<file path="config.mk">
export PLATFORM = sky130hd
export DESIGN_NAME = string_literal_unescaper_unit_flat
export DESIGN_NICKNAME = d
export VERILOG_FILES = /design/src/strun_pkg.sv /design/src/strun_req_if.sv /design/src/strun_rsp_if.sv /design/src/string_literal_unescaper_unit.sv /design/src/flat_wrapper.sv
export VERILOG_INCLUDE_DIRS = /design/src /design/src/src
export SDC_FILE = /design/constraint.sdc
export NUM_CORES = 1
export LEC_CHECK = 0
export ABC_AREA = 1
export BUFFER_PORTS_ARGS = -buffer_cell sky130_fd_sc_hd__buf_2
export CAP_MARGIN = 15
export CORE_MARGIN = 2
export CORE_UTILIZATION = 54
export CTS_CLUSTER_DIAMETER = 50
export CTS_CLUSTER_SIZE = 16
export DETAILED_ROUTE_END_ITERATION = 10
export GPL_ROUTABILITY_DRIVEN = 0
export PLACE_DENSITY = 0.73
export SYNTH_ARGS = -nofsm -noshare
export SYNTH_HDL_FRONTEND = slang
export SYNTH_SLANG_ARGS = --single-unit
</file>
<file path="constraint.sdc">
create_clock -name clock -period 2.72 [get_ports clock]
set_input_delay 0.136 -clock clock [delete_from_list [all_inputs] [get_ports clock]]
set_output_delay 0.136 -clock clock [all_outputs]
set_load 0.005 [all_outputs]
</file>
<file path="src/assert_macros.svh">
// Assertion helpers shared by the RTL.
`ifndef ASSERT_MACROS_SVH
`define ASSERT_MACROS_SVH

`ifndef SYNTHESIS

// Property checked on every rising edge, ignored while reset is high.
`define ASSERT_ALWAYS(label, clk, rst, prop) \
   label: assert property (@(posedge clk) disable iff (rst) (prop)) \
      else $error("assertion failed: property does not hold");

// Condition that must never be true outside reset.
`define ASSERT_NEVER(label, clk, rst, cond) \
   label: assert property (@(posedge clk) disable iff (rst) !(cond)) \
      else $error("assertion failed: forbidden condition seen");

`else

`define ASSERT_ALWAYS(label, clk, rst, prop)
`define ASSERT_NEVER(label, clk, rst, cond)

`endif

`endif

</file>
<file path="src/strun_pkg.sv">
package strun_pkg;

   localparam int BYTE_W   = 8;
   localparam int CHAR_W   = 7;
   localparam int HEXCNT_W = 2;
   localparam int HEXVAL_W = 16;

   localparam logic [BYTE_W-1:0] CTRL_LIMIT  = 8'h20;
   localparam logic [BYTE_W-1:0] ASCII_LIMIT = 8'h80;

   localparam logic [BYTE_W-1:0] CHAR_QUOTE = 8'h22;
   localparam logic [BYTE_W-1:0] CHAR_BSLASH = 8'h5c;
   localparam logic [BYTE_W-1:0] CHAR_B = 8'h62;
   localparam logic [BYTE_W-1:0] CHAR_F = 8'h66;
   localparam logic [BYTE_W-1:0] CHAR_N = 8'h6e;
   localparam logic [BYTE_W-1:0] CHAR_R = 8'h72;
   localparam logic [BYTE_W-1:0] CHAR_T = 8'h74;
   localparam logic [BYTE_W-1:0] CHAR_U = 8'h75;

   localparam logic [CHAR_W-1:0] CODE_BS  = 7'h08;
   localparam logic [CHAR_W-1:0] CODE_FF  = 7'h0c;
   localparam logic [CHAR_W-1:0] CODE_LF  = 7'h0a;
   localparam logic [CHAR_W-1:0] CODE_CR  = 7'h0d;
   localparam logic [CHAR_W-1:0] CODE_TAB = 7'h09;

   localparam logic [HEXCNT_W-1:0] HEX_LAST = 2'd3;

   typedef enum logic [2:0] {
      MODE_PLAIN = 3'b001,
      MODE_ESC   = 3'b010,
      MODE_HEX   = 3'b100
   } mode_type;

   typedef enum logic [2:0] {
      ST_OK        = 3'd0,
      ST_BAD_CHAR  = 3'd1,
      ST_BAD_ESC   = 3'd2,
      ST_BAD_HEX   = 3'd3,
      ST_TOO_LARGE = 3'd4,
      ST_TRUNC     = 3'd5
   } status_type;

   typedef struct packed {
      logic [CHAR_W-1:0] out_char;
      logic              char_valid;
      logic              end_of_string;
      status_type        status;
   } rsp_type;

endpackage

</file>
<file path="src/strun_req_if.sv">
interface strun_req_if;
   logic                        valid;
   logic                        ready;
   logic [strun_pkg::BYTE_W-1:0] in_byte;
   logic                        is_final;
   logic                        no_byte;

   modport source (output valid, output in_byte, output is_final, output no_byte,
                   input ready);
   modport sink   (input valid, input in_byte, input is_final, input no_byte,
                   output ready);
endinterface

</file>
<file path="src/strun_rsp_if.sv">
interface strun_rsp_if;
   logic                        valid;
   logic                        ready;
   logic [strun_pkg::CHAR_W-1:0] out_char;
   logic                        char_valid;
   logic                        end_of_string;
   strun_pkg::status_type       status;

   modport source (output valid, output out_char, output char_valid,
                   output end_of_string, output status, input ready);
   modport sink   (input valid, input out_char, input char_valid,
                   input end_of_string, input status, output ready);
endinterface

</file>
<file path="src/string_literal_unescaper_unit.sv">
// String literal unescaper: takes the body of a quoted literal one byte per beat and returns
// the unescaped ASCII characters, handling \" \\ \b \f \n \r \t and \u with four hex digits.
// A beat that emits a character, hits an error or carries is_final gives one result beat;
// the others give none. One beat is accepted every cycle while req_chan.ready is high; the
// decode is a single stage, and its result is in an output slot the cycle after acceptance.
// A second output slot lets one more beat in while the sink stalls, so req_chan.ready drops
// only once both slots are full. After an error or a final beat the unit is back in plain
// text mode; a final beat that leaves an escape open reports a truncated escape.
`include "assert_macros.svh"

module string_literal_unescaper_unit (
   input logic        clock,
   input logic        reset,
   strun_req_if.sink  req_chan,
   strun_rsp_if.source rsp_chan
);

   strun_pkg::mode_type                   mode_ff, mode_in;
   logic [strun_pkg::HEXCNT_W-1:0]        hex_count_ff, hex_count_in;
   logic [strun_pkg::HEXVAL_W-1:0]        hex_value_ff, hex_value_in;

   strun_pkg::rsp_type head_ff, head_in, skid_ff, skid_in, result;
   logic head_valid_ff, head_valid_in, skid_valid_ff, skid_valid_in;

   logic                           accept, pop, push, has_result;
   logic                           dig_ok;
   logic [3:0]                     dig_val;
   logic [strun_pkg::HEXVAL_W-1:0] hex_sum;

   assign req_chan.ready = !skid_valid_ff;
   assign accept = req_chan.valid && req_chan.ready;

   // hex digit decode
   always_comb begin
      dig_ok  = 1'b1;
      dig_val = '0;
      if (req_chan.in_byte >= 8'h30 && req_chan.in_byte <= 8'h39) begin
         dig_val = 4'(req_chan.in_byte - 8'h30);
      end else if (req_chan.in_byte >= 8'h41 && req_chan.in_byte <= 8'h46) begin
         dig_val = 4'(req_chan.in_byte - 8'h37);
      end else if (req_chan.in_byte >= 8'h61 && req_chan.in_byte <= 8'h66) begin
         dig_val = 4'(req_chan.in_byte - 8'h57);
      end else begin
         dig_ok = 1'b0;
      end
   end

   // first digit lands in the top nibble
   always_comb begin
      hex_sum = hex_value_ff;
      case (hex_count_ff)
         2'd0:    hex_sum[15:12] = hex_value_ff[15:12] | dig_val;
         2'd1:    hex_sum[11:8]  = hex_value_ff[11:8]  | dig_val;
         2'd2:    hex_sum[7:4]   = hex_value_ff[7:4]   | dig_val;
         default: hex_sum[3:0]   = hex_value_ff[3:0]   | dig_val;
      endcase
   end

   always_comb begin
      mode_in              = mode_ff;
      hex_count_in         = hex_count_ff;
      hex_value_in         = hex_value_ff;
      result.out_char      = '0;
      result.char_valid    = 1'b0;
      result.end_of_string = req_chan.is_final;
      result.status        = strun_pkg::ST_OK;

      if (!req_chan.no_byte) begin
         unique case (mode_ff)
            strun_pkg::MODE_ESC: begin
               mode_in           = strun_pkg::MODE_PLAIN;
               result.char_valid = 1'b1;
               unique case (req_chan.in_byte)
                  strun_pkg::CHAR_QUOTE:  result.out_char = strun_pkg::CHAR_QUOTE[6:0];
                  strun_pkg::CHAR_BSLASH: result.out_char = strun_pkg::CHAR_BSLASH[6:0];
                  strun_pkg::CHAR_B:      result.out_char = strun_pkg::CODE_BS;
                  strun_pkg::CHAR_F:      result.out_char = strun_pkg::CODE_FF;
                  strun_pkg::CHAR_N:      result.out_char = strun_pkg::CODE_LF;
                  strun_pkg::CHAR_R:      result.out_char = strun_pkg::CODE_CR;
                  strun_pkg::CHAR_T:      result.out_char = strun_pkg::CODE_TAB;
                  strun_pkg::CHAR_U: begin
                     result.char_valid = 1'b0;
                     mode_in           = strun_pkg::MODE_HEX;
                     hex_count_in      = '0;
                     hex_value_in      = '0;
                  end
                  default: begin
                     result.char_valid = 1'b0;
                     result.status     = strun_pkg::ST_BAD_ESC;
                  end
               endcase
            end
            strun_pkg::MODE_HEX: begin
               if (!dig_ok) begin
                  result.status = strun_pkg::ST_BAD_HEX;
                  mode_in       = strun_pkg::MODE_PLAIN;
               end else begin
                  hex_value_in = hex_sum;
                  if (hex_count_ff == strun_pkg::HEX_LAST) begin
                     if (|hex_sum[15:7]) begin
                        result.status = strun_pkg::ST_TOO_LARGE;
                     end else begin
                        result.out_char   = hex_sum[6:0];
                        result.char_valid = 1'b1;
                     end
                     mode_in      = strun_pkg::MODE_PLAIN;
                     hex_count_in = '0;
                  end else begin
                     hex_count_in = hex_count_ff + 2'd1;
                  end
               end
            end
            default: begin
               mode_in = strun_pkg::MODE_PLAIN;
               if (req_chan.in_byte < strun_pkg::CTRL_LIMIT ||
                   req_chan.in_byte >= strun_pkg::ASCII_LIMIT) begin
                  result.status = strun_pkg::ST_BAD_CHAR;
               end else if (req_chan.in_byte == strun_pkg::CHAR_BSLASH) begin
                  mode_in = strun_pkg::MODE_ESC;
               end else begin
                  result.out_char   = req_chan.in_byte[6:0];
                  result.char_valid = 1'b1;
               end
            end
         endcase
      end

      if (req_chan.is_final) begin
         if (mode_in != strun_pkg::MODE_PLAIN && result.status == strun_pkg::ST_OK) begin
            result.status = strun_pkg::ST_TRUNC;
         end
         mode_in      = strun_pkg::MODE_PLAIN;
         hex_count_in = '0;
         hex_value_in = '0;
      end
   end

   assign has_result = result.char_valid || result.status != strun_pkg::ST_OK ||
                       req_chan.is_final;
   assign push = accept && has_result;
   assign pop  = head_valid_ff && rsp_chan.ready;

   // two-slot output: head drives the port, skid catches a beat during a stall
   always_comb begin
      head_in       = head_ff;
      head_valid_in = head_valid_ff;
      skid_in       = skid_ff;
      skid_valid_in = skid_valid_ff;
      if (!head_valid_ff) begin
         head_in       = result;
         head_valid_in = push;
      end else if (pop) begin
         if (skid_valid_ff) begin
            head_in       = skid_ff;
            skid_valid_in = 1'b0;
         end else begin
            head_in       = result;
            head_valid_in = push;
         end
      end else if (push) begin
         skid_in       = result;
         skid_valid_in = 1'b1;
      end
   end

   always_ff @(posedge clock) begin
      if (reset) begin
         mode_ff       <= strun_pkg::MODE_PLAIN;
         hex_count_ff  <= '0;
         hex_value_ff  <= '0;
         head_valid_ff <= 1'b0;
         skid_valid_ff <= 1'b0;
      end else begin
         if (accept) begin
            mode_ff      <= mode_in;
            hex_count_ff <= hex_count_in;
            hex_value_ff <= hex_value_in;
         end
         head_valid_ff <= head_valid_in;
         skid_valid_ff <= skid_valid_in;
      end
   end

   always_ff @(posedge clock) begin
      head_ff <= head_in;
      skid_ff <= skid_in;
   end

   assign rsp_chan.valid         = head_valid_ff;
   assign rsp_chan.out_char      = head_ff.out_char;
   assign rsp_chan.char_valid    = head_ff.char_valid;
   assign rsp_chan.end_of_string = head_ff.end_of_string;
   assign rsp_chan.status        = head_ff.status;

   `ASSERT_NEVER(skid_without_head, clock, reset, skid_valid_ff && !head_valid_ff)
   `ASSERT_ALWAYS(final_clears_state, clock, reset,
      accept && req_chan.is_final |=> mode_ff == strun_pkg::MODE_PLAIN && hex_count_ff == '0)
   `ASSERT_ALWAYS(char_only_when_ok, clock, reset,
      rsp_chan.valid && rsp_chan.char_valid |-> rsp_chan.status == strun_pkg::ST_OK)
   `ASSERT_ALWAYS(no_char_is_zero, clock, reset,
      rsp_chan.valid && !rsp_chan.char_valid |-> rsp_chan.out_char == '0)

endmodule
</file>
<file path="src/flat_wrapper.sv">
// flat-port wrapper written by rule: the top's interface ports become plain ports
module string_literal_unescaper_unit_flat 
  (clock, reset, req_chan_valid, req_chan_in_byte, req_chan_is_final, req_chan_no_byte, req_chan_ready, rsp_chan_valid, rsp_chan_out_char, rsp_chan_char_valid, rsp_chan_end_of_string, rsp_chan_status, rsp_chan_ready);
  strun_req_if req_chan_i ();
  strun_rsp_if rsp_chan_i ();
  input logic clock;
  input logic reset;
  input wire logic [$bits(req_chan_i.valid)-1:0] req_chan_valid;
  input wire logic [$bits(req_chan_i.in_byte)-1:0] req_chan_in_byte;
  input wire logic [$bits(req_chan_i.is_final)-1:0] req_chan_is_final;
  input wire logic [$bits(req_chan_i.no_byte)-1:0] req_chan_no_byte;
  output wire logic [$bits(req_chan_i.ready)-1:0] req_chan_ready;
  output wire logic [$bits(rsp_chan_i.valid)-1:0] rsp_chan_valid;
  output wire logic [$bits(rsp_chan_i.out_char)-1:0] rsp_chan_out_char;
  output wire logic [$bits(rsp_chan_i.char_valid)-1:0] rsp_chan_char_valid;
  output wire logic [$bits(rsp_chan_i.end_of_string)-1:0] rsp_chan_end_of_string;
  output wire logic [$bits(rsp_chan_i.status)-1:0] rsp_chan_status;
  input wire logic [$bits(rsp_chan_i.ready)-1:0] rsp_chan_ready;
  assign req_chan_i.valid = req_chan_valid;
  assign req_chan_i.in_byte = req_chan_in_byte;
  assign req_chan_i.is_final = req_chan_is_final;
  assign req_chan_i.no_byte = req_chan_no_byte;
  assign req_chan_ready = req_chan_i.ready;
  assign rsp_chan_valid = rsp_chan_i.valid;
  assign rsp_chan_out_char = rsp_chan_i.out_char;
  assign rsp_chan_char_valid = rsp_chan_i.char_valid;
  assign rsp_chan_end_of_string = rsp_chan_i.end_of_string;
  assign rsp_chan_status = rsp_chan_i.status;
  assign rsp_chan_i.ready = rsp_chan_ready;
  string_literal_unescaper_unit u_core (.clock(clock), .reset(reset), .req_chan(req_chan_i), .rsp_chan(rsp_chan_i));
endmodule
</file>
# == Word level (Yosys, flattened, before mapping) ==
# Index checks and enable logic that the tools add are counted.
# W data, S select, Z words.
# classes
n_addsub,4
magnitude_cmp,8
n_eq_ne,18
n_mux,55
bitwise_logic,5
n_reduce_logical,23
# op_table
cell,count
$mux W16,4
$eq A8 B7 Y1 const B,7
$pmux W7 S7,1
$mux W8,6
$mux W12,3
$mux W3,12
$pmux W16 S2,1
$mux W4,7
$ge A8 B7 Y1 const B,2
$le A8 B7 Y1 const B,2
$or A4 B4 Y4,4
$pmux W8 S2,1
$mux W2,7
$pmux W3 S2,2
$mux W1,10
$reduce_or A9 Y1,1
$eq A8 B6 Y1 const B,1
$ge A8 B6 Y1 const B,1
$ge A8 B8 Y1 const B,1
$le A8 B6 Y1 const B,1
$lt A8 B6 Y1 const B,1
$reduce_or A8 Y1,1
$sub A4 B3 Y4 const B,2
$logic_and A1 B1 Y1,7
other kinds (23),28
# totals
reg_bits,47
in_bits,14
output_inout_bits,14
word_cells,126

# == Logic depth before layout (Yosys ltp) ==
# depth
ltp_word,24
depth_mapped,20

# == Least setup slack after synthesis ==
# No wires, ideal clock.
# synth_timing
path_type,input to register
from,in req_chan_in_byte[0]
to,"reg u_core.skid_ff[0] (netlist bit), enable pin"
arrival_ns,2.216
setup_slack_ns,0.124
stages,20
n_path_buf,0
cell_sequence,inv_1 -> ha_1 -> inv_1 -> nor2_1 -> nand2_1 -> nand2_1 -> nand2_1 -> nand3b_1 -> nand3_2 -> nand2_1 -> nand2_2 -> nor2_1 -> nand2_1 -> nor2_2 -> nand3_2 -> nand2_1 -> nand2_2 -> nand3_1 -> nand2_2 -> nor2_1
# synth_between
elab_chain_cells,22
elab_cells_between_ends,69
# synth_rtl
element,line,source
start: declaration,flat_wrapper.sv:9,input wire logic [$bits(req_chan_i.in_byte)-1:0] req_chan_in_byte;
$ge A8 B7 Y1 or $le A8 B7 Y1 (tied branches),string_literal_unescaper_unit.sv:41,end else if (req_chan.in_byte >= 8'h61 && req_chan.in_byte <= 8'h66) begin
$logic_and A1 B1 Y1,string_literal_unescaper_unit.sv:41,
$mux W4,string_literal_unescaper_unit.sv:41,
$mux W4,string_literal_unescaper_unit.sv:39,end else if (req_chan.in_byte >= 8'h41 && req_chan.in_byte <= 8'h46) begin
$mux W4,string_literal_unescaper_unit.sv:37,if (req_chan.in_byte >= 8'h30 && req_chan.in_byte <= 8'h39) begin
"$or A4 B4 Y4, on equally long branches","string_literal_unescaper_unit.sv:54, string_literal_unescaper_unit.sv:52, string_literal_unescaper_unit.sv:53",
$mux W4,string_literal_unescaper_unit.sv:51,case (hex_count_ff)
$reduce_or A9 Y1,string_literal_unescaper_unit.sv:100,if (|hex_sum[15:7]) begin
(+5 left out),--,
$logic_not A3 Y1,string_literal_unescaper_unit.sv:129,if (mode_in != strun_pkg::MODE_PLAIN && result.status == strun_pkg::ST_OK) begin
$logic_and A1 B1 Y1,string_literal_unescaper_unit.sv:129,
$mux W3,string_literal_unescaper_unit.sv:129,
$mux W3,string_literal_unescaper_unit.sv:128,if (req_chan.is_final) begin
$reduce_bool A3 Y1,string_literal_unescaper_unit.sv:138,assign has_result = result.char_valid || result.status != strun_pkg::ST_OK ||
$logic_or A1 B1 Y1 (*) (2 in series),string_literal_unescaper_unit.sv:138,
$logic_and A1 B1 Y1 (*),string_literal_unescaper_unit.sv:140,assign push = accept && has_result;
$reduce_and A3 Y1 (no source line) (*),--,
end signal: assignment,string_literal_unescaper_unit.sv:186,skid_ff <= skid_in;
end: declaration,string_literal_unescaper_unit.sv:22,"strun_pkg::rsp_type head_ff, head_in, skid_ff, skid_in, result;"
# Every way passes the cells marked *; elsewhere a longest branch is shown, timed or not.
# A chain may end at the register's enable or synchronous reset.

# == Worst setup path in the final report ==
# layout_timing
from,in req_chan_in_byte[0]
to,"reg u_core.skid_ff[9] (netlist bit), enable pin"
# The elaborated chain is that of the path after synthesis.

==> impl_metrics.env <==
export IMPL_status="finished, final reports clean"
export IMPL_hold_path_class="input pin to register"
export IMPL_grt_pass1_vias=2388
export IMPL_leakagePower_nw=1.60
export IMPL_clk_pin_slew_ps=90
export IMPL_rsz0062_at_grt="no"
export IMPL_grt_pass1_wl_mm=10.8
export IMPL_boundaryPins=28
export IMPL_netlist_area_mm2=0.00300
export IMPL_power_density_mw_per_mm2=441
export IMPL_diodes=0
export IMPL_yosys_area_top_type_share=0.240
export IMPL_die_area_mm2=0.00616
export IMPL_cts_htree_levels=2
export IMPL_cp_end_kind="register"
export IMPL_r2r_start="u_core.mode_ff[2]"
export IMPL_rows=27
export IMPL_finClkSkew_ps=8.19
export IMPL_wl_mm=6.43
export IMPL_maxSlewHeadroom=0.482
export IMPL_ys_seq_area_frac=0.394
export IMPL_cts_buffers=5
export IMPL_drv_slew=0
export IMPL_route_vias_total=2699
export IMPL_seq_area_mm2=0.00118
export IMPL_hold_viol_final=0
export IMPL_drive_gt1_frac=0.188
export IMPL_finalSetupTns_ps=0
export IMPL_clockBufferDepth=2
export IMPL_drt_iter0_markers=187
export IMPL_routed_via_density=5.31
export IMPL_fp_dieH_um=78.5
export IMPL_synthFlopType="edfxtp_1"
export IMPL_critPathMaxFanout=12
export IMPL_setup_viol=0
export IMPL_peakVddDrop_v=0.000231
export IMPL_avgRoutedWirePerCell_um=12.7
export IMPL_ys_ff_latch=47
export IMPL_power_w=0.00146
export IMPL_avgSynthCellArea_um2=7.40
export IMPL_fillers=493
export IMPL_min_from="req_chan_is_final"
export IMPL_clkSinkCount=47
export IMPL_fin_nets=458
export IMPL_final_util=0.608
export IMPL_fin_hold_ws_ps=94.1
export IMPL_arrival_ps=2470
export IMPL_startpoint_type="input pin"
export IMPL_crit_required_ps=2730
export IMPL_worstHoldEndpoint="u_core.skid_ff[3]"
export IMPL_synth_cell_types=36
export IMPL_rrSetupSlack_ps=390
export IMPL_coreArea_mm2=0.00544
export IMPL_syn_inst=405
export IMPL_post_cts_buffers=0
export IMPL_period_share=0.902
export IMPL_yosys_top_cells_area="edfxtp_1, dfxtp_1, nand2_1"
export IMPL_layout_common_cells="nand2_1, inv_1, nor2_1"
export IMPL_grt_max_degree=36
export IMPL_async_flop_share=0
export IMPL_clockRootBuffer="clkbuf_8"
export IMPL_period_needed_ps=2450
export IMPL_insertion_delay_ps=300
export IMPL_synthToLayoutAreaGrowth_pct=10.2
export IMPL_layout_commonest_cell="nand2_1"
export IMPL_start_util=0.551
export IMPL_multiInputGateArea_mm2=0.00150
export IMPL_hold_depth=1
export IMPL_overflow=0
export IMPL_r2r_end="u_core.skid_ff[9]"
export IMPL_ant_nets=0
export IMPL_reg2reg_depth=12
export IMPL_drt_drc_violations_left=0
export IMPL_worst_setup_path_type="input pin to register"
export IMPL_synth_edf_count=24
export IMPL_maxCapViolations=0
export IMPL_synth_warnings=0
export IMPL_cts_tree="yes"
export IMPL_die_width_um=78.5
export IMPL_antenna_found_initial=0
export IMPL_synth_area_leader_cell="edfxtp_1"
export IMPL_postSynthNetCount=428
export IMPL_grtUsageTotal=0.220
export IMPL_max_freq_ghz=0.407
export IMPL_dpl_hpwl_mm=4.96
export IMPL_worst_pin_slew_ps=776
export IMPL_drt_first_pass_iters=5
export IMPL_io_buffers=27
synth_stat cells, types with 2 or more instances:
master	number
a211oi_1	17
a21oi_1	31
a21oi_2	8
buf_6	2
clkbuf_1	5
dfxtp_1	23
edfxtp_1	24
ha_1	9
inv_1	67
inv_2	4
mux2_2	2
nand2_1	81
nand2_2	12
nand3_1	26
nand3_2	4
nand3b_1	3
nand4_1	4
nor2_1	37
nor2_2	4
nor2_4	2
nor3_1	3
nor3_2	2
o21ai_0	21
o22ai_1	2
logic make-up after synthesis:
family,after synthesis,synth area share
and+or+nand+nor,181,0.281
buffers and inverters,81,0.108
DFF,47,0.394
xor gates and xnor gates,1,0.00292
muxes,2,0.00751
adders and majority gates,9,0.0376
AOI/OAI and AO/OA,84,0.169
worst max path at each step:
stage	start	to	slack (ps)	cells past startpoint
after detailed placement	req_chan_in_byte[0]	u_core.skid_ff[10]	-80	22
final	req_chan_in_byte[0]	u_core.skid_ff[9]	270	22
after floorplan	req_chan_in_byte[0]	u_core.skid_ff[0]	120	20
after global placement	req_chan_in_byte[0]	u_core.skid_ff[10]	-10	22
after global routing	req_chan_in_byte[0]	u_core.skid_ff[9]	50	22
after CTS	req_chan_in_byte[0]	u_core.skid_ff[5]	230	22
registers in the layout, summed over array words and instances, names as in the netlist:
| signal | count |
|---|---|
| u_core.mode_ff | 3 |
| u_core.hex_value_ff | 16 |
| u_core.hex_count_ff | 2 |
| u_core.rsp_chan.char_valid | 1 |
| u_core.rsp_chan.valid | 1 |
| u_core.rsp_chan.end_of_string | 1 |
| u_core.skid_valid_ff | 1 |
| u_core.skid_ff | 12 |
| u_core.rsp_chan.status | 3 |
| u_core.rsp_chan.out_char | 7 |
area by class of cell:
cell class	instances	area share
Inverter	71	0.0807
Clock buffer	5	0.0208
Sequential cell	47	0.357
Timing Repair Buffer	33	0.0557
Tap cell	72	0.0273
Multi-Input combinational cell	277	0.452
Clock inverter	3	0.00568
power breakdown:
part | leakage [nW] | internal, W | switching, W
Combinational | 1.11 | 0.0000824 | 0.000158
Sequential | 0.440 | 0.000780 | 0.0000107
Clock | 0.0483 | 0.000181 | 0.000244
Total | 1.60 | 0.00104 | 0.000413
timing repair:
action                                  4_1_cts  5_1_grt
resized for setup                             0        2
endpoints found under the hold margin         0        0
endpoints found under the setup margin        0       12
hold buffers                                  0        0
metrics by stage:
step / cells / cell area (um^2) / setup slack, ps
finish: 508 / 3300 / 266
global route: 508 / 3300 / 51.1
CTS: 508 / 3300 / 235
detailed placement: 500 / 3210 / -81.3
global placement: 500 / 3210 / -13.4
floorplan: 405 / 3000 / 124
layer usage:
metal | wire length (um) | GRT usage
met4 | 73 | 0.0754
met3 | 256 | 0.0402
met2 | 3160 | 0.375
met1 | 2950 | 0.279
met5 | 0 | 0
critical path, cell delays in order:
cell	delay, ps
buf_2	150
inv_1	140
ha_1	210
inv_1	70
nor2_1	80
nand2_1	70
nand2_1	70
nand2_1	100
nand3b_1	140
nand3_2	130
nand2_2	100
nand2_2	60
nor2_1	110
nand2_1	70
nor2_2	110
nand3_2	90
nand2_1	80
nand2_2	70
nand3_1	80
nand2_2	80
nor2_1	120
buf_6	180
Note: power is estimated with default switching activity, not from simulation.
